File: config.mk
export PLATFORM = sky130hd
export DESIGN_NAME = bed_line_buf
export DESIGN_NICKNAME = d
export VERILOG_FILES = /design/src/hw/rtl/bed_line_buf.sv
export SDC_FILE = /design/constraint.sdc
export NUM_CORES = 2
export LEC_CHECK = 0
export BUFFER_PORTS_ARGS = -buffer_cell sky130_fd_sc_hd__buf_4
export CAP_MARGIN = 20
export CORE_MARGIN = 2
export CORE_UTILIZATION = 55
export DETAILED_ROUTE_END_ITERATION = 6
export PLACE_DENSITY = 0.73
export SYNTH_ARGS = -nofsm -noshare
export SYNTH_HDL_FRONTEND = slang
export SYNTH_SLANG_ARGS = --single-unit
File: constraint.sdc
create_clock -name clk -period 2.6 [get_ports clk]
set_input_delay 0.52 -clock clk [delete_from_list [all_inputs] [get_ports clk]]
set_output_delay 0.52 -clock clk [all_outputs]
set_load 0.02 [all_outputs]
File: src/hw/rtl/bed_line_buf.sv
`default_nettype none

module bed_line_buf #(
    parameter int DEPTH = 2048
) (
    input  wire logic                     clk,
    input  wire logic                     wr_en,
    input  wire logic [$clog2(DEPTH)-1:0] wr_addr,
    input  wire logic                     wr_data,
    input  wire logic [$clog2(DEPTH)-1:0] rd_addr,
    output logic                          rd_data
);

    logic mem [DEPTH];
    logic rd_data_reg;

    // One row of pixels; written at one address and read at one address a cycle.
    always_ff @(posedge clk)
    begin
        if (wr_en)
        begin
            mem[wr_addr] <= wr_data;
        end
        rd_data_reg <= mem[rd_addr];
    end

    assign rd_data = rd_data_reg;

endmodule

`default_nettype wire

==> impl_metrics.tcl <==
set metrics [dict create \
    die_y_um 407 \
    layout_commonest_cell "nor2_1" \
    overflow 0 \
    io_buffers 25 \
    place_ws_ns -1.12 \
    finalNonFillerCells 8867 \
    synth_seq_cells 2049 \
    ys_seq_area_share_pct 68.9 \
    wl_um 266000 \
    synthDistinctLibCells 66 \
    max_stage_delay_ns 0.54 \
    clkSinkCount 2049 \
    r2r_end "rd_data$_DFF_P_" \
    worst_slack_ns 0.0198 \
    cts_root_buf "clkbuf_16" \
    finalHoldViolCount 0 \
    setup_tns_ns 0 \
    gp_congestion 0.924 \
    num_vias 58100 \
    p_leak_nw 31.9 \
    path_max_fanout 14 \
    syn-cell-area_um2 89300 \
    gr-max-usage-layer "met2" \
    required_ns 3.34 \
    drc 0 \
    vias_per_cell 6.55 \
    grt_use_met1_pct 42.5 \
    num_rows 147 \
    final_antenna_net_count 0 \
    synthToLayoutAreaGrowth_pct 14.7 \
    start_util_pct 55.5 \
    path_cells "buf_8 > buf_12 > buf_12 > mux4_2 > mux4_2 > o22ai_1 > o21ai_1 > buf_4 > nand4b_1 > nand4_1" \
    min_to "mem[1392]$_DFFE_PP_" \
    maxSlewHeadroom_pct 47.3 \
    worstPathArrival_ns 3.32 \
    path_buf_inv 4 \
    powerDensity_nw_per_um2 670 \
    cts_hold_buf 0 \
    yosys_warnings 0 \
    r2r_start "mem[750]$_DFFE_PP_" \
    dieWidth_um 407 \
    post-dp-hpwl_um 149000 \
    grtUsageMet2_pct 50.7 \
    critPathLaunchType "primary input" \
    cts_buffer_depth 3 \
    numCtsBuffers 202 \
    fin_crit_sh_pct 99.2 \
    async_reset_ff_share_pct 0 \
    die_area_um2 166000 \
    io_pins 26 \
    endpoint_kind "register" \
    dr.first_iter.drc_count 9354 \
    syn_avg_cell_area_um2 14.3 \
    path_clk_slew_ns 0.06 \
    critPathKind "in2reg" \
    holdCritStartpoint "wr_data" \
    reg2reg_depth 7 \
    postSynthCellCount 6243 \
    clk_latency_ns 0.87 \
    syn_nets 6268 \
    cp_top_family "multiplexers" \
    fin_crit_ns 2.58 \
    htreeDepth 4 \
    drv_cap 0 \
    vdd_drop_max_uv 790 \
    worstMarginPinSlew_ns 0.791 \
    finClkSkew_ns 0.0544 \
    synth_edf_count 2048 \
    design.core.area_um2 161000 \
    finalSetupViolCount 0 \
    grt_max_degree 177 \
    synth_ff_type "edfxtp_1" \
    cp_slowest_cell "mux4_2" \
    grt_pass1_vias 56700 \
    fin_nets 6559 \
    drive_gt1_share_pct 20.6 \
    cts_tree "built" \
    final_cell_mix "2099 x nor2_1, 2048 x edfxtp_1, 574 x buf_4" \
    n_fill_cell 11200 \
    grt_pass1_wl_um 384000 \
    antenna_found_initial 10 \
    wl_per_cell_um 30.0 \
    use_met3_pct 8.32 \
    hp-class "in2reg" \
    design_power_total_w 0.0687 \
    holdPathStages 1 \
    placed_cells 8490 \
    r2r_setup_slack_ns 0.05 \
    drtPass1Iterations 7 \
    largest_reg_flops 2048 \
    status "finished clean" \
    grt.total_usage_pct 32.5 \
    fmax_mhz 388 \
    finalMaxSlewViolations 0 \
]
-- worst max path at each step --
stage | depth (start not counted) | end | slack, ns | start
final | 10 | rd_data$_DFF_P_ | 0.02 | rd_addr[0]
after floorplan | 12 | rd_data$_DFF_P_ | 0.003 | rd_addr[0]
after global routing | 9 | rd_data$_DFF_P_ | -0.02 | mem[689]$_DFFE_PP_
after CTS | 7 | rd_data$_DFF_P_ | 0.03 | mem[751]$_DFFE_PP_
after detailed placement | 13 | rd_data$_DFF_P_ | -1.12 | rd_addr[0]
after global placement | 13 | rd_data$_DFF_P_ | -1.13 | rd_addr[0]
-- synth_stat cells, types with 5 or more instances --
master     instances  share of area (%)
a211oi_1           6              0.050
nor2b_1            9              0.063
o221ai_1         117                1.1
buf_12             7               0.16
nor2_1          2100                8.8
edfxtp_1        2048                 69
mux2_2             5              0.063
a21oi_1           78               0.44
buf_8             30               0.50
mux4_2           345                8.7
buf_4             15               0.13
nand3_1           65               0.36
buf_2             37               0.21
clkbuf_1         384                1.6
clkbuf_4           6              0.050
and2_1             5              0.035
nor3b_1            9              0.076
nor4_1            15               0.11
o21ai_0           45               0.25
nor3_1            58               0.32
and3b_1            7              0.069
a22oi_1           23               0.19
buf_1             91               0.38
and3_1             5              0.035
nand2_1          164               0.69
mux4_1            44                1.3
a31oi_1            8              0.056
a2111oi_0         17               0.17
or3_1              5              0.035
nand4_1           15               0.11
buf_6             44               0.55
o22ai_1           70               0.49
mux2i_1          306                3.4
-- power by group --
part | internal [W] | total, W | switching, W
Clock | 0.0155 | 0.0281 | 0.0127
Combinational | 0.00164 | 0.00422 | 0.00258
Sequential | 0.0363 | 0.0363 | 0.0000144
Total | 0.0534 | 0.0687 | 0.0153
-- metal layers --
| metal | vias to the layer above | part of all wire [%] | wire length (um) |
|---|---|---|---|
| met5 | - | 0 | 0 |
| met4 | 0 | 5.9 | 15700 |
| met3 | 874 | 14 | 36800 |
| met2 | 4231 | 46 | 124000 |
| met1 | 29300 | 34 | 90300 |
| li1 | 23700 | - | - |
-- worst reg2reg max path, stage by stage (launching register included) --
cell and delay [ns]:
edfxtp_1 0.36, mux4_2 0.49, mux4_2 0.54, o22ai_1 0.41, o21ai_1 0.25, buf_4 0.20
nand4b_1 0.08, nand4_1 0.10
-- per-stage QoR --
stage                     instance area [um^2]  hold slack [ns]  util (%)
after CTS                               102000           0.0826      63.6
after global placement                   96100             1.00      59.7
after detailed placement                 96100            0.994      59.7
final                                   103000            0.119      63.7
after global routing                    102000           0.0949      63.7
after floorplan                          89400            0.619         -
-- area by class of cell --
type	instances	area, um^2	area share [%]
Clock inverter	122	1020	0.992
Timing Repair Buffer	701	6830	6.66
Tap cell	2160	2700	2.64
Clock buffer	242	5270	5.14
Sequential cell	2049	61500	60.0
Inverter	6	30.0	0.0293
Multi-Input combinational cell	3574	25100	24.5
Antenna cell	13	32.5	0.0317
-- what timing repair did --
action                                 CTS  global route
setup buffers                            0             0
setup endpoints to repair                1             1
pin swaps                                0             1
endpoints found under the hold margin    0             0
gates resized for setup                  5            16
gates cloned                             0             0
-- cells by family (layout without fill, tap and decap cells) --
group,count (synthesis),after routing,share of synthesized area (%)
AOI/OAI and AO/OA,406,406,3.22
other,0,13,0
and+or+nand+nor,2468,2468,10.8
DFF,2049,2049,68.9
muxes,700,700,13.5
buffers and inverters,620,1071,3.62
Power figures use the tool's default switching activity.
