**src/hw/rtl/bed_pkg.sv**
```systemverilog
`default_nettype none

package bed_pkg;

    // Default depth of the line stores, in pixels.
    localparam int DEFAULT_MAX_WIDTH = 2048;
    // Largest frame height that the row counter covers.
    localparam int MAX_HEIGHT = 4096;

    // Field widths of the result item and of the configuration registers.
    localparam int COL_W      = 11;
    localparam int ROW_W      = 12;
    localparam int IMG_W_W    = 12;
    localparam int IMG_H_W    = 13;
    localparam int CFG_ADDR_W = 2;
    localparam int CFG_DATA_W = 13;

    // Configuration register indexes.
    localparam logic [CFG_ADDR_W-1:0] CFG_DILATE_MODE   = 2'd0;
    localparam logic [CFG_ADDR_W-1:0] CFG_DIAMOND_SHAPE = 2'd1;
    localparam logic [CFG_ADDR_W-1:0] CFG_IMAGE_WIDTH   = 2'd2;
    localparam logic [CFG_ADDR_W-1:0] CFG_IMAGE_HEIGHT  = 2'd3;

    // Register values after reset.
    localparam logic [IMG_W_W-1:0] RESET_IMAGE_WIDTH  = 12'd640;
    localparam logic [IMG_H_W-1:0] RESET_IMAGE_HEIGHT = 13'd480;

    // Structuring elements over the 3x3 window, top row in the low bits.
    localparam logic [8:0] MASK_SQUARE  = 9'h1FF;
    localparam logic [8:0] MASK_DIAMOND = 9'h0BA;

    // Entries of the result queue.
    localparam int QUEUE_DEPTH = 4;

    typedef struct packed {
        logic                 dilate_mode;
        logic                 diamond_shape;
        logic [IMG_W_W-1:0]   image_width;
        logic [IMG_H_W-1:0]   image_height;
    } cfg_t;

    typedef struct packed {
        logic                 frame_last;
        logic                 out_white;
        logic [ROW_W-1:0]     out_row;
        logic [COL_W-1:0]     out_col;
    } result_t;

    // Results produced by one input pixel; second is used only with first.
    typedef struct packed {
        logic                 first_vld;
        logic                 second_vld;
        result_t              first;
        result_t              second;
    } push_t;

endpackage

`default_nettype wire

```
**src/hw/rtl/bed_out_queue.sv**
```systemverilog
`default_nettype none

module bed_out_queue (
    input  wire logic              clk,
    input  wire logic              rst_n,
    input  wire bed_pkg::push_t    push,
    output logic                   room,
    output logic                   head_vld,
    output bed_pkg::result_t       head,
    input  wire logic              head_rdy
);

    import bed_pkg::*;

    localparam int PW    = $clog2(QUEUE_DEPTH);
    localparam int CNT_W = $clog2(QUEUE_DEPTH + 1);

    result_t          entry_reg [QUEUE_DEPTH];
    logic [PW-1:0]    wr_ptr_reg, wr_ptr_next, rd_ptr_reg, rd_ptr_next, wr_ptr_second;
    logic [CNT_W-1:0] count_reg, count_next, n_push;
    logic             pop;

    // Bookkeeping for up to two writes and one read per cycle.
    assign n_push        = CNT_W'(push.first_vld) + CNT_W'(push.second_vld);
    assign pop           = head_vld && head_rdy;
    assign wr_ptr_second = wr_ptr_reg + PW'(1);
    assign wr_ptr_next   = wr_ptr_reg + PW'(n_push);
    assign rd_ptr_next   = rd_ptr_reg + PW'(pop);
    assign count_next    = count_reg + n_push - CNT_W'(pop);

    always_ff @(posedge clk or negedge rst_n)
    begin
        if (!rst_n)
        begin
            wr_ptr_reg <= '0;
            rd_ptr_reg <= '0;
            count_reg  <= '0;
        end
        else
        begin
            wr_ptr_reg <= wr_ptr_next;
            rd_ptr_reg <= rd_ptr_next;
            count_reg  <= count_next;
        end
    end

    // Result storage.
    always_ff @(posedge clk)
    begin
        if (push.first_vld)
        begin
            entry_reg[wr_ptr_reg] <= push.first;
        end
        if (push.second_vld)
        begin
            entry_reg[wr_ptr_second] <= push.second;
        end
    end

    // A new pixel is taken only while two results still fit.
    assign room     = (count_reg <= CNT_W'(QUEUE_DEPTH - 2));
    assign head_vld = (count_reg != '0);
    assign head     = entry_reg[rd_ptr_reg];

endmodule

`default_nettype wire

```
**config.mk**
```make
export PLATFORM = sky130hd
export DESIGN_NAME = bed_out_queue
export DESIGN_NICKNAME = d
export VERILOG_FILES = /design/src/hw/rtl/bed_pkg.sv /design/src/hw/rtl/bed_out_queue.sv
export SDC_FILE = /design/constraint.sdc
export NUM_CORES = 1
export LEC_CHECK = 0
export BUFFER_PORTS_ARGS = -buffer_cell sky130_fd_sc_hd__buf_2
export CAP_MARGIN = 20
export CORE_ASPECT_RATIO = 1.75
export CORE_UTILIZATION = 57
export DETAILED_ROUTE_END_ITERATION = 16
export PLACE_DENSITY_LB_ADDON = 0.3
export SYNTH_ARGS = -nofsm -noshare
export SYNTH_HDL_FRONTEND = slang
export SYNTH_SLANG_ARGS = --single-unit
```
**constraint.sdc**
```tcl
create_clock -name clk -period 3.3 [get_ports clk]
set_clock_uncertainty 0.05 [all_clocks]
set_input_delay 0.825 -clock clk [delete_from_list [all_inputs] [get_ports clk]]
set_output_delay 0.825 -clock clk [all_outputs]
set_load 0.03 [all_outputs]
```
==> results.md <==
Floorplan:
- For this configuration, the core starts out at a cell density of 0.595.
- The floorplan step set the die height to 129 um.
- 82 I/O pins were placed.
- The core region is a little under 9000 um2.
- The number of rows in the core area is 45.
- The area of the die is about 9600 um2.
- Measured along the x axis, the die boundary spans 74.4 um.

Timing:
- The worst slew margin relative to its limit is 0.349.
- Setup repair after global routing left no endpoint under its margin.
- For the pin with the worst max-slew slack, the measured transition is 973 ps.
- The maximum clock frequency is approximately 0.35 GHz.
- The final max-slew violation count is 0.
- The share of the clock period used by the worst path is 0.861.
- Setup violations remaining at the end of the flow were counted as 0.
- The setup total negative slack is 0 ps.
- Counting I/O delays and the setup requirement, the final critical path takes between 2000 and 3000 ps.
- The final hold violation count was 0.

Worst setup path:
- The critical path arrival is around 2000 ps.
- Grouping stages by cell kind, the critical path spends the most delay in flip-flops.
- The source of the worst register-to-register timing path is count_reg[2].
- In this design, the stage delay of the slowest critical-path cell is 660 ps.
- The classification of the worst setup path is reg2out.
- The number of buffers and inverters on the critical path is 2.
- The highest fanout seen on the critical path is 14.
- For the worst setup path, the data required time is 2420 ps.
- Walking the worst path, the cells encountered are buf_12, mux4_2, buf_2.
- The critical path startpoint is rd_ptr_reg[0].
- The critical path endpoint category is a primary output.
- The kind of launch point of the worst setup path is a flip-flop.
- The slowest stage of the critical path belongs to the cell sky130_fd_sc_hd__dfrtp_2.

Drt:
- The number of remaining DRC errors is 0.
- The violation count after the first detailed-routing iteration is 176.
- The per-cell via count in the routed design is 5.84.
- The count of antenna-violating nets left after detailed routing is 0.
- The routed wire length per instance is 21.3 um.
- Across all layers, the routed design uses 2,849 vias.
- Wires add up to about 10,000 um.
- The first detailed-routing pass took 4 iterations.

Yosys:
- Counting every instance in the synthesized netlist gives 280.
- Of the synthesized area, sequential elements account for 0.608.
- By area the synthesized netlist is led by sky130_fd_sc_hd__edfxtp_1 (57%), sky130_fd_sc_hd__mux2_2 (21%), sky130_fd_sc_hd__mux4_2 (11%), sky130_fd_sc_hd__dfrtp_1 (3.3%), sky130_fd_sc_hd__ha_1 (1.4%).
- The mean instance size in the synthesized netlist is 18.7 um2.
- The most common cell in the synthesized netlist is sky130_fd_sc_hd__edfxtp_1.
- The most used flip-flop cell after synthesis is sky130_fd_sc_hd__edfxtp_1.
- The number of enable-type register cells in the synthesized netlist is 100.
- The fraction of synthesized cell area taken by the top area cell type is 0.574.
- The yosys synthesis warning count is 0.
- The leading area contributor after synthesis is sky130_fd_sc_hd__edfxtp_1.
- The synthesized design contains between 100 and 150 register bits.
- The net count of the mapped netlist is 342.
- The cell area after technology mapping is 5230 um2.
- The share of flip-flops with an asynchronous set or reset is 0.0654.
- The number of distinct standard cells referenced by the synthesized netlist is 24.
- By count the netlist is led by sky130_fd_sc_hd__edfxtp_1 (100), sky130_fd_sc_hd__mux2_2 (99), sky130_fd_sc_hd__mux4_2 (25), sky130_fd_sc_hd__buf_2 (10).

GRT:
- The remaining global-route overflow is 0.
- The number of antenna violations at the first check in global routing is 0.
- The first-pass GRT wire length is ~17,000 um.
- Entering global routing, the biggest net connects 26 pins.
- The number of global-route vias before repair is ~3.2k.
- For this run, the total global-route usage over all layers was measured as 0.239.

Placement:
- The wire-length estimate of the detail-placed layout is 6520 um.
- The routability congestion estimate is 0.724.
- In this run the tool buffered the top-level ports with 81 buffer cells.

CTS:
- For the worst-skew pair, the clock arrives at the later sink with an insertion delay of 330 ps.
- The count of H-tree levels built during CTS is 3.
- The number of buffers between clock root and the deepest sink is 2.
- Once the clock tree was built, the setup fixing pass inserted 0 buffers.
- The number of hold buffers added after CTS is 0.
- The post-cts sizing count is 0.
- Clock tree synthesis inserted a total of 9 buffers.
- The library cell used as clock root buffer is sky130_fd_sc_hd__clkbuf_16.
- CTS saw 107 sinks.
- TritonCTS built the clock tree.
- After clock tree synthesis, the clock-pin slew on the worst setup and hold paths is 60 ps.

Hold path:
- The worst hold path belongs to the class in2async.

Power:
- Power spread over the standard cell area amounts to around 940 nW/um2.
- The analysis attributes to cell leakage a power of 0.00225 uW.
- The completed layout was analyzed and its total power is 5750 uW.
- Across the VDD grid, the largest voltage drop is 869 uV.

Finish:
- The area growth from synthesis to layout is 17.1%.
- The number of nets in the layout is between 400 and 500.
- The share of post-route cells with drive strength above 1 is 0.639.
- The register with the most flip-flops in the layout has 100 of them.
- After filler insertion, the fill cell instance count of the layout stands at 608.
- The multi-input combinational cells in the finished layout cover a total of a little under 2000 um2.
- The sequential cell area in the final layout is 3180 um2.
- 0 antenna diodes ended up in the layout.

Status:
- The run finished with clean final reports.

Job:
- Max-cap violations in this run came to 0.
## kinds of logic (layout without fill, tap and decap cells)
logic type,count (synthesis),count (layout),synth area share
multiplexers,126,126,0.325
flip-flops,107,107,0.608
buffers and inverters,23,114,0.0232
AND/OR/NAND/NOR,9,9,0.0148
adder cells (fa/ha/maj),7,7,0.0182
XOR/XNOR,5,5,0.00837
AO/OA/AOI/OAI,3,3,0.00287
## per-stage QoR
| step | worst slack, ps | cell area [um2] | instances | utilization | hold WS [ps] |
|---|---|---|---|---|---|
| floorplan | 125 | 5230 | 280 | - | 411 |
| global placement | 699 | 5830 | 472 | 0.663 | 430 |
| detailed placement | 633 | 5830 | 472 | 0.663 | 450 |
| CTS | 408 | 6120 | 488 | 0.697 | 262 |
| global route | 344 | 6120 | 488 | 0.697 | 274 |
| finish | 459 | 6120 | 488 | 0.697 | 267 |
## cells in the final DEF, fill, tap and decap left out, types with 2 or more instances in the layout
cell type                   synthesis  routed
sky130_fd_sc_hd__buf_4              4       8
sky130_fd_sc_hd__mux2_2            99      99
sky130_fd_sc_hd__o21ai_4            0       2
sky130_fd_sc_hd__dfrtp_1            7       6
sky130_fd_sc_hd__clkbuf_1           1       3
sky130_fd_sc_hd__nor2_4             0       2
sky130_fd_sc_hd__ha_1               6       6
sky130_fd_sc_hd__buf_2             10      81
sky130_fd_sc_hd__nand3b_2           2       2
sky130_fd_sc_hd__clkbuf_16          0       9
sky130_fd_sc_hd__xnor2_1            4       4
sky130_fd_sc_hd__mux4_2            25      25
sky130_fd_sc_hd__clkbuf_8           0       2
sky130_fd_sc_hd__inv_1              7       7
sky130_fd_sc_hd__edfxtp_1         100     100
sky130_fd_sc_hd__buf_12             0       2
## worst paths after layout
check	end	slack [ps]	depth (start not counted)
worst max-delay path	head[0]	460	3
worst min-delay path	wr_ptr_reg[1]	270	1
worst max register to register	count_reg[2]	920	8
worst min register to register	count_reg[2]	470	1
max in group asynchronous	rd_ptr_reg[0]	2750	1
min in group clk	count_reg[2]	470	1
## report_power, final
group	leakage (uW)	switching, uW	internal (uW)
clock network	0.000147	447	630
logic	0.00109	1400	1010
registers	0.00102	199	2060
total	0.00225	2040	3710
## per-layer routing
layer / track usage / part of all wire
met3: 0.0431 / 0.034
met1: 0.293 / 0.39
met5: 0 / 0
met4: 0.0810 / 0.011
met2: 0.419 / 0.56
## area by class of cell
cell class	count	share of cell area
clock inverters	2	0.00572
flip-flops and latches	107	0.519
clock buffers	14	0.0431
multi-input cells	150	0.321
repair buffers	91	0.0825
inverters	7	0.00429
well taps	117	0.0239
Note: power is estimated with default switching activity, not from simulation.
