**src/hw/rtl/bed_pkg.sv**
```systemverilog
`default_nettype none

package bed_pkg;

    // Default depth of the line stores, in pixels.
    localparam int DEFAULT_MAX_WIDTH = 2048;
    // Largest frame height that the row counter covers.
    localparam int MAX_HEIGHT = 4096;

    // Field widths of the result item and of the configuration registers.
    localparam int COL_W      = 11;
    localparam int ROW_W      = 12;
    localparam int IMG_W_W    = 12;
    localparam int IMG_H_W    = 13;
    localparam int CFG_ADDR_W = 2;
    localparam int CFG_DATA_W = 13;

    // Configuration register indexes.
    localparam logic [CFG_ADDR_W-1:0] CFG_DILATE_MODE   = 2'd0;
    localparam logic [CFG_ADDR_W-1:0] CFG_DIAMOND_SHAPE = 2'd1;
    localparam logic [CFG_ADDR_W-1:0] CFG_IMAGE_WIDTH   = 2'd2;
    localparam logic [CFG_ADDR_W-1:0] CFG_IMAGE_HEIGHT  = 2'd3;

    // Register values after reset.
    localparam logic [IMG_W_W-1:0] RESET_IMAGE_WIDTH  = 12'd640;
    localparam logic [IMG_H_W-1:0] RESET_IMAGE_HEIGHT = 13'd480;

    // Structuring elements over the 3x3 window, top row in the low bits.
    localparam logic [8:0] MASK_SQUARE  = 9'h1FF;
    localparam logic [8:0] MASK_DIAMOND = 9'h0BA;

    // Entries of the result queue.
    localparam int QUEUE_DEPTH = 4;

    typedef struct packed {
        logic                 dilate_mode;
        logic                 diamond_shape;
        logic [IMG_W_W-1:0]   image_width;
        logic [IMG_H_W-1:0]   image_height;
    } cfg_t;

    typedef struct packed {
        logic                 frame_last;
        logic                 out_white;
        logic [ROW_W-1:0]     out_row;
        logic [COL_W-1:0]     out_col;
    } result_t;

    // Results produced by one input pixel; second is used only with first.
    typedef struct packed {
        logic                 first_vld;
        logic                 second_vld;
        result_t              first;
        result_t              second;
    } push_t;

endpackage

`default_nettype wire

```
**src/hw/rtl/bed_core.sv**
```systemverilog
`default_nettype none

module bed_core #(
    parameter int MAX_WIDTH = 2048
) (
    input  wire logic                         clk,
    input  wire logic                         rst_n,
    input  wire bed_pkg::cfg_t                cfg,
    input  wire logic                         accept,
    input  wire logic                         pixel,
    input  wire logic                         upper_rd,
    input  wire logic                         lower_rd,
    output logic                              mem_wr_en,
    output logic [$clog2(MAX_WIDTH)-1:0]      mem_wr_addr,
    output logic [$clog2(MAX_WIDTH)-1:0]      mem_rd_addr,
    output logic                              upper_wr_data,
    output bed_pkg::push_t                    push
);

    import bed_pkg::*;

    localparam int CW    = $clog2(MAX_WIDTH);
    localparam int CMP_W = (CW + 1 > 13) ? CW + 1 : 13;
    localparam logic [8:0] WINDOW_KEEP = 9'h0DB;

    logic [CW-1:0]    col_reg, col_next;
    logic [ROW_W-1:0] row_reg, row_next;
    logic [8:0]       window_reg, window_next;

    logic [CMP_W-1:0]   w_ext, w_eff, w_last, col_ext, col_m1;
    logic [IMG_H_W-1:0] h_eff, h_m1;
    logic [ROW_W-1:0]   h_last, row_m1;
    logic               last_col, last_row, up, mid;
    logic               interior, border, white;
    logic [8:0]         mask, hit;
    result_t            int_res, bor_res;

    // Effective frame size, clamped to what the counters and stores cover.
    always_comb
    begin
        w_ext = CMP_W'(cfg.image_width);
        if (w_ext < CMP_W'(3))
            w_eff = CMP_W'(3);
        else if (w_ext > CMP_W'(MAX_WIDTH))
            w_eff = CMP_W'(MAX_WIDTH);
        else
            w_eff = w_ext;
        w_last = w_eff - CMP_W'(1);

        if (cfg.image_height < IMG_H_W'(3))
            h_eff = IMG_H_W'(3);
        else if (cfg.image_height > IMG_H_W'(MAX_HEIGHT))
            h_eff = IMG_H_W'(MAX_HEIGHT);
        else
            h_eff = cfg.image_height;
        h_m1   = h_eff - IMG_H_W'(1);
        h_last = h_m1[ROW_W-1:0];
    end

    // Position flags and the two pixels above the current one.
    assign col_ext  = CMP_W'(col_reg);
    assign col_m1   = col_ext - CMP_W'(1);
    assign row_m1   = row_reg - ROW_W'(1);
    assign last_col = (col_ext >= w_last);
    assign last_row = (row_reg >= h_last);
    assign up       = (row_reg >= ROW_W'(2)) & upper_rd;
    assign mid      = (row_reg >= ROW_W'(1)) & lower_rd;

    // Shift the window one column and bring in the new column.
    assign window_next = ((window_reg >> 1) & WINDOW_KEEP)
                       | {pixel, 2'b00, mid, 2'b00, up, 2'b00};

    // Erosion or dilation of the window under the selected element.
    always_comb
    begin
        mask  = cfg.diamond_shape ? MASK_DIAMOND : MASK_SQUARE;
        hit   = window_next & mask;
        white = cfg.dilate_mode ? (|hit) : (hit == mask);
    end

    assign interior = (col_ext >= CMP_W'(2)) && (row_reg >= ROW_W'(2))
                   && (col_ext <= w_last) && (row_reg <= h_last);
    assign border   = (col_reg == '0) || (row_reg == '0) || last_col || last_row;

    // Results of this pixel: the interior one first, then the border one.
    always_comb
    begin
        int_res.out_col    = col_m1[COL_W-1:0];
        int_res.out_row    = row_m1;
        int_res.out_white  = white;
        int_res.frame_last = 1'b0;

        bor_res.out_col    = col_ext[COL_W-1:0];
        bor_res.out_row    = row_reg;
        bor_res.out_white  = pixel;
        bor_res.frame_last = last_col && last_row;

        push.first_vld  = accept && (interior || border);
        push.second_vld = accept && interior && border;
        push.first      = interior ? int_res : bor_res;
        push.second     = bor_res;
    end

    // Raster position after this pixel.
    always_comb
    begin
        col_next = col_reg;
        row_next = row_reg;
        if (last_col)
        begin
            col_next = '0;
            row_next = last_row ? '0 : row_reg + ROW_W'(1);
        end
        else
        begin
            col_next = col_reg + CW'(1);
        end
    end

    always_ff @(posedge clk or negedge rst_n)
    begin
        if (!rst_n)
        begin
            col_reg    <= '0;
            row_reg    <= '0;
            window_reg <= '0;
        end
        else if (accept)
        begin
            col_reg    <= col_next;
            row_reg    <= row_next;
            window_reg <= window_next;
        end
    end

    // The stores are read one column ahead so the data is ready at the pixel.
    assign mem_wr_en     = accept;
    assign mem_wr_addr   = col_reg;
    assign mem_rd_addr   = accept ? col_next : col_reg;
    assign upper_wr_data = mid;

endmodule

`default_nettype wire

```
**config.mk**
```make
export PLATFORM = sky130hd
export DESIGN_NAME = bed_core
export DESIGN_NICKNAME = d
export VERILOG_FILES = /design/src/hw/rtl/bed_pkg.sv /design/src/hw/rtl/bed_core.sv
export SDC_FILE = /design/constraint.sdc
export NUM_CORES = 1
export LEC_CHECK = 0
export BUFFER_PORTS_ARGS = -buffer_cell sky130_fd_sc_hd__buf_2
export CORE_ASPECT_RATIO = 0.6
export CORE_MARGIN = 1
export CORE_UTILIZATION = 40
export DETAILED_ROUTE_END_ITERATION = 8
export PLACE_DENSITY = 0.66
export SLEW_MARGIN = 0
export SYNTH_ARGS = -nofsm -noshare
export SYNTH_HDL_FRONTEND = slang
export SYNTH_SLANG_ARGS = --single-unit
export TNS_END_PERCENT = 100
```
**constraint.sdc**
```tcl
create_clock -name clk -period 5.5 [get_ports clk]
set_clock_uncertainty 0.2 [all_clocks]
set_input_delay 0.275 -clock clk [delete_from_list [all_inputs] [get_ports clk]]
set_output_delay 0.275 -clock clk [all_outputs]
set_load 0.02 [all_outputs]
```
==> results_dict.tcl, run 1 <==
set metrics [dict create \
    synth_ff_type "dfrtp_1" \
    synth-edff-count 0 \
    worstHoldPathType "primary input to register" \
    wl_mm 10.11 \
    syn_area_mm2 0.003328 \
    grt_pass1_vias 3150 \
    cts_tree "built" \
    setup_viol 0 \
    fin_crit_ns 5.047 \
    synthSimpleGateAreaFrac_pct 28.08 \
    regToRegStartpoint "mem_wr_addr[0]" \
    holdPathEnd "window_reg[8]" \
    timing.rr.end "row_reg[8]" \
    htree_levels 2 \
    nets 575 \
    drtAntennaViolNets 0 \
    initial_core_util_pct 41.73 \
    critPathRequiredTime_ns 5.03 \
    slew_violations 0 \
    insertion_delay_ns 0.27 \
    grt_antenna_before_repair 0 \
    status "complete, no violations" \
    cp_max_fo 20 \
    ir_worst_vdd_uv 155.1 \
    via_per_inst 5.781 \
    drive_gt1_share_pct 26.13 \
    ys_ff_latch 29 \
    yosysWarnings 0 \
    synthMostInstantiatedCell "nor2_1" \
    cts_buffers 5 \
    leakagePower_uw 0.001876 \
    drv_cap 0 \
    fin_util_pct 49.95 \
    rrSetupSlack_ns 2.21 \
    rows 25 \
    drc 0 \
    yosysUniqueCellTypes 59 \
    max_freq_mhz 198.2 \
    vias 3567 \
    die_h_um 72.66 \
    hold_violations 0 \
    relSlewSlack_pct 52.24 \
    setup_tns_ns 0 \
    dr.pass1.iters 6 \
    largest_reg_flops 12 \
    tightest_slew_ns 0.7164 \
    rsz0062_at_grt "no" \
    critical_path_class "primary input to output port" \
    synthArstFlopShare_pct 100.0 \
    grt_util_all_layers_pct 23.22 \
    ios 109 \
    synth_area_leaders "dfrtp_1 (22%), ha_1 (13%), xnor2_1 (7.4%), o21ai_0 (5.6%), nor2_1 (5.0%)" \
    gp_congestion 0.9122 \
    grt_max_degree 30 \
    setup_slack_ns 0.4534 \
    cp-startpoint "cfg[20]" \
    drt_iter0_drc 207 \
    min_from "pixel" \
    io_buffer_count 108 \
    grt-ovfl-total 0 \
    synth_nets 491 \
    start_kind "primary input" \
    synth_top_family_by_area "simple AND/OR/NAND/NOR gates" \
    post-route-period-util_pct 91.76 \
    diodes 0 \
    cts.path.max_buffers 2 \
    clock_sinks 29 \
    dp_hpwl_mm 7.932 \
    syn_area_per_cell_um2 7.850 \
    synthXorXnorAreaFrac_pct 8.421 \
    synth_adder_area_share_pct 12.78 \
    cts.clk_slew.worst_paths_ns 0.05 \
    die_area_mm2 0.008701 \
    synth.mux.area_fraction_pct 2.669 \
    wl_per_cell_um 16.38 \
    grt_pass1_wl_mm 16.03 \
    synth_compound_area_share_pct 18.31 \
    synth_cells 424 \
    seq_area_frac_synth_pct 21.80 \
    synth_top_cell_by_area "dfrtp_1" \
    post-place-ws_ns 0.4019 \
    yosys-top-cells-count "nor2_1 (44), o21ai_0 (37), ha_1 (34)" \
    area_delta_synth_final_pct 19.70 \
    whs_path_depth 2 \
    clock-root-buffer "clkbuf_16" \
    die_w_um 119.8 \
    reg2regPathDepth 8 \
    synth_top_cell_area_share_pct 21.80 \
    cp-end-kind "output port" \
    cp.arrival_ns 4.57 \
    core_mm2 0.007976 \
    cellPowerDensity_mw_per_mm2 295.6 \
]
final cells by class:
cell class / instances / area (um^2)
clock buffers: 7 / 142.6
clock inverters: 1 / 30.03
fillers: 786 / 3993
inverters: 14 / 52.55
multi-input cells: 348 / 2340
flip-flops and latches: 29 / 725.7
well taps: 108 / 135.1
repair buffers: 110 / 558.0
cells in the final DEF (no fill, tap or decap), types with 2 or more instances in the layout:
cell type and instances:
clkbuf_16 5, mux2_2 7, nor4_1 8, o31a_1 2
nand2b_1 10, nor2_1 44, nand4_1 7, and4_1 3
a21oi_1 23, nand3_1 23, inv_1 14, buf_2 108
nor4_2 3, ha_1 34, o22ai_1 3, nand4b_1 3
xor2_1 4, or3_1 6, o211ai_1 3, o31ai_1 4
o21ai_0 37, o21a_1 4, and3_1 10, dfrtp_1 29
nand3b_1 2, nor3_2 2, a31oi_1 5, and2_1 2
xnor2_1 28, a21boi_0 5, nor2b_1 4, nand2_1 31
nor3_1 7
layer usage:
layer  vias to the layer above  track usage (%)  wire, um
met3                         6            6.016       767
met2                       139            32.63      4151
li1                       1698                -         -
met1                      1724            35.96      5165
met5                         -                0         0
met4                         0            2.361        24
timing repair:
action,in CTS,in global routing
hold buffers,1,0
endpoints found under the setup margin,0,3
endpoints found under the hold margin,29,0
setup buffers,0,0
gates resized for setup,0,1
metrics by stage:
stage	instances	hold WS [ns]	total power (uW)	cell area (um^2)
floorplan	424	-0.2206	697.5	3328
global placement	608	0.1365	841.2	3800
detailed placement	608	0.1396	850.1	3800
CTS	617	0.1046	1175	3983
global route	617	0.1345	1246	3984
finish	617	0.1107	1178	3984
cell families after synthesis:
kind of cell	count (synthesis)
AOI/OAI and AO/OA	99
xor gates and xnor gates	32
adders and majority gates	34
buffers and inverters	47
DFF	29
muxes	8
and+or+nand+nor	175
power by group:
part	switching, uW	internal, uW
sequential	85.1	241
combinational	340	190
clock	95.2	226
worst max-delay path, stage by stage:
cell	delay, ns
buf_2	0.13
nor4_2	0.34
and4bb_1	0.42
o21ai_0	0.18
ha_1	0.37
o21ai_0	0.21
nor3_1	0.08
a21oi_1	0.11
o21ai_0	0.09
ha_1	0.31
a211o_1	0.26
o211ai_1	0.08
a21oi_1	0.12
o41a_1	0.69
nand2b_1	0.32
o31ai_1	0.34
buf_2	0.24
worst max path at each step:
| stage | to | slack [ns] | depth (start not counted) |
|---|---|---|---|
| after global routing | mem_rd_addr[3] | 0.12 | 17 |
| after CTS | push[28] | 0.39 | 18 |
| final | mem_rd_addr[3] | 0.45 | 17 |
| after global placement | push[33] | 0.47 | 18 |
| after floorplan | mem_rd_addr[3] | 1.16 | 18 |
| after detailed placement | push[28] | 0.40 | 18 |
Power figures use the tool's default switching activity.
==> inputs of run 2 (changes only) <==
--- a/config.mk
+++ b/config.mk
@@ -15,4 +15,3 @@
 export SYNTH_ARGS = -nofsm -noshare
 export SYNTH_HDL_FRONTEND = slang
 export SYNTH_SLANG_ARGS = --single-unit
-export TNS_END_PERCENT = 100
==> constraint.sdc (replaced) <==
create_clock -name clk -period 5.5 [get_ports clk]
set_clock_uncertainty 0.2 [all_clocks]
set_input_delay 0.825 -clock clk [delete_from_list [all_inputs] [get_ports clk]]
set_output_delay 0.825 -clock clk [all_outputs]
set_load 0.02 [all_outputs]
==> results_dict.tcl, run 2 (synthesized netlist as in run 1, its figures left out) <==
set metrics [dict create \
    grt_pass1_vias 3051 \
    rsz0062_at_grt "yes" \
    gp_congestion 0.9116 \
    wl_mm 10.62 \
    drv_cap 0 \
    holdPathEnd "window_reg[4]" \
    grt-ovfl-total 0 \
    ir_worst_vdd_uv 158.2 \
    whs_path_depth 1 \
    p_sw_uw 545.6 \
    cts.path.max_buffers 2 \
    setup_tns_ns 0 \
    die_w_um 119.8 \
    grt_util_all_layers_pct 23.76 \
    cp_max_fo 6 \
    rows 25 \
    cp.arrival_ns 4.39 \
    min_from "window_reg[4]" \
    hold_violations 0 \
    seqPwrFrac_pct 27.9 \
    total_power_uw 1174 \
    ios 109 \
    via_per_inst 5.654 \
    cp-end-kind "output port" \
    final_common_cell "buf_2" \
    wl_per_cell_um 16.56 \
    dp_hpwl_mm 8.149 \
    slew_violations 0 \
    fillers 772 \
    vias 3624 \
    grt_antenna_before_repair 0 \
    die_h_um 72.66 \
    postLayoutCellArea_mm2 0.004290 \
    status "complete, no violations" \
    cell_internal_pwr_uw 628.4 \
    largest_reg_flops 12 \
    leakagePower_uw 0.002013 \
    place_area_mm2 0.003935 \
    critical_path_class "primary input to output port" \
    comb_power_share_pct 49.3 \
    drtAntennaViolNets 0 \
    layout_common_cells "buf_2 (101), nor2_1 (42), ha_1 (32)" \
    area_delta_synth_final_pct 28.91 \
    hold_ws_ns 0.3348 \
    tightest_slew_ns 0.6562 \
    grt_max_degree 30 \
    io_buffer_count 108 \
    die_area_mm2 0.008701 \
    max_freq_mhz 184.8 \
    multiInputGateArea_mm2 0.002451 \
    nets 599 \
    switching_share_pct 46.47 \
    cts_buffers 5 \
    initial_core_util_pct 41.73 \
    cellPowerDensity_mw_per_mm2 273.6 \
    cts.clk_slew.worst_paths_ns 0.05 \
    timing.rr.end "row_reg[8]" \
    grt_pass1_wl_mm 16.17 \
    clock-root-buffer "clkbuf_16" \
    rrSetupSlack_ns 2.49 \
    fin_crit_ns 5.411 \
    critPathRequiredTime_ns 4.47 \
    regToRegStartpoint "mem_wr_addr[3]" \
    cts_tree "built" \
    drt_iter0_drc 304 \
    hold_buffers 0 \
    ff_latch_area_um2 725.7 \
    fin_util_pct 53.79 \
    htree_levels 2 \
    insertion_delay_ns 0.28 \
    worstHoldPathType "register to register" \
    reg2regPathDepth 11 \
    drive_gt1_share_pct 33.77 \
    drc 0 \
    start_kind "primary input" \
    clock_sinks 29 \
    dr.pass1.iters 4 \
    relSlewSlack_pct 56.25 \
    post-route-period-util_pct 98.39 \
    setup_viol 0 \
    clock_power_share_pct 22.7 \
    diodes 0 \
    core_mm2 0.007976 \
]
## run 2: power groups by stage
stage               Clock (uW)  Combinational [uW]  Sequential, uW
floorplan                    0                 390             308
global placement             0                 534             326
detailed placement           0                 543             329
CTS                        269                 549             326
global route               281                 628             334
finish                     267                 579             328
## run 2: worst max path at each step
stage                     slack [ns]  depth (start not counted)    start             end
after floorplan                 0.06                         18  cfg[20]  mem_rd_addr[3]
after global placement         -0.02                         16   cfg[3]        push[43]
after detailed placement       -0.16                         18   cfg[3]        push[41]
after CTS                      0.001                         18   cfg[3]        push[41]
after global routing           -0.10                         21  cfg[21]        push[46]
final                           0.09                         18   cfg[3]        push[44]
## run 2: per-layer routing
layer / wire, um / up-vias / share of wire [%] / GRT usage, %
li1: - / 1753 / - / -
met1: 5555 / 1716 / 52 / 38.77
met2: 4248 / 150 / 40 / 31.34
met3: 785 / 5 / 7.4 / 4.688
met4: 27 / 0 / 0.25 / 3.750
met5: 0 / - / 0 / 0
## run 2: layout make-up
| cell class | count | area share (%) |
|---|---|---|
| clock buffer | 5 | 2.916 |
| sequential | 29 | 16.91 |
| inverter | 14 | 1.225 |
| tap | 108 | 3.150 |
| clock inverter | 3 | 0.4083 |
| multi-input combinational | 348 | 57.13 |
| timing repair buffer | 134 | 18.26 |
## run 2: critical path, cell delays in order
cell	delay, ns
buf_2	0.11
or3_1	0.39
buf_4	0.15
or3_1	0.35
or2_4	0.28
nor3_2	0.17
nand2b_1	0.10
a221oi_2	0.26
ha_1	0.20
and4_4	0.27
nand2_1	0.09
a21boi_2	0.18
and4_4	0.28
buf_8	0.13
buf_6	0.12
nand3_2	0.08
xnor2_1	0.21
buf_2	0.20
## run 2: metrics by stage
step / std cells / setup WS [ns]
after global placement: 626 / -0.02146
after floorplan: 424 / 0.06096
after global routing: 641 / -0.1003
after CTS: 635 / 0.001426
final: 641 / 0.08876
after detailed placement: 626 / -0.1593
## run 2: timing repair
item | in CTS | in global routing
endpoints found under the setup margin | 26 | 37
cloned | 0 | 1
pin swaps | 1 | 26
endpoints found under the hold margin | 0 | 0
setup buffers | 1 | 5
gates resized for setup | 6 | 52
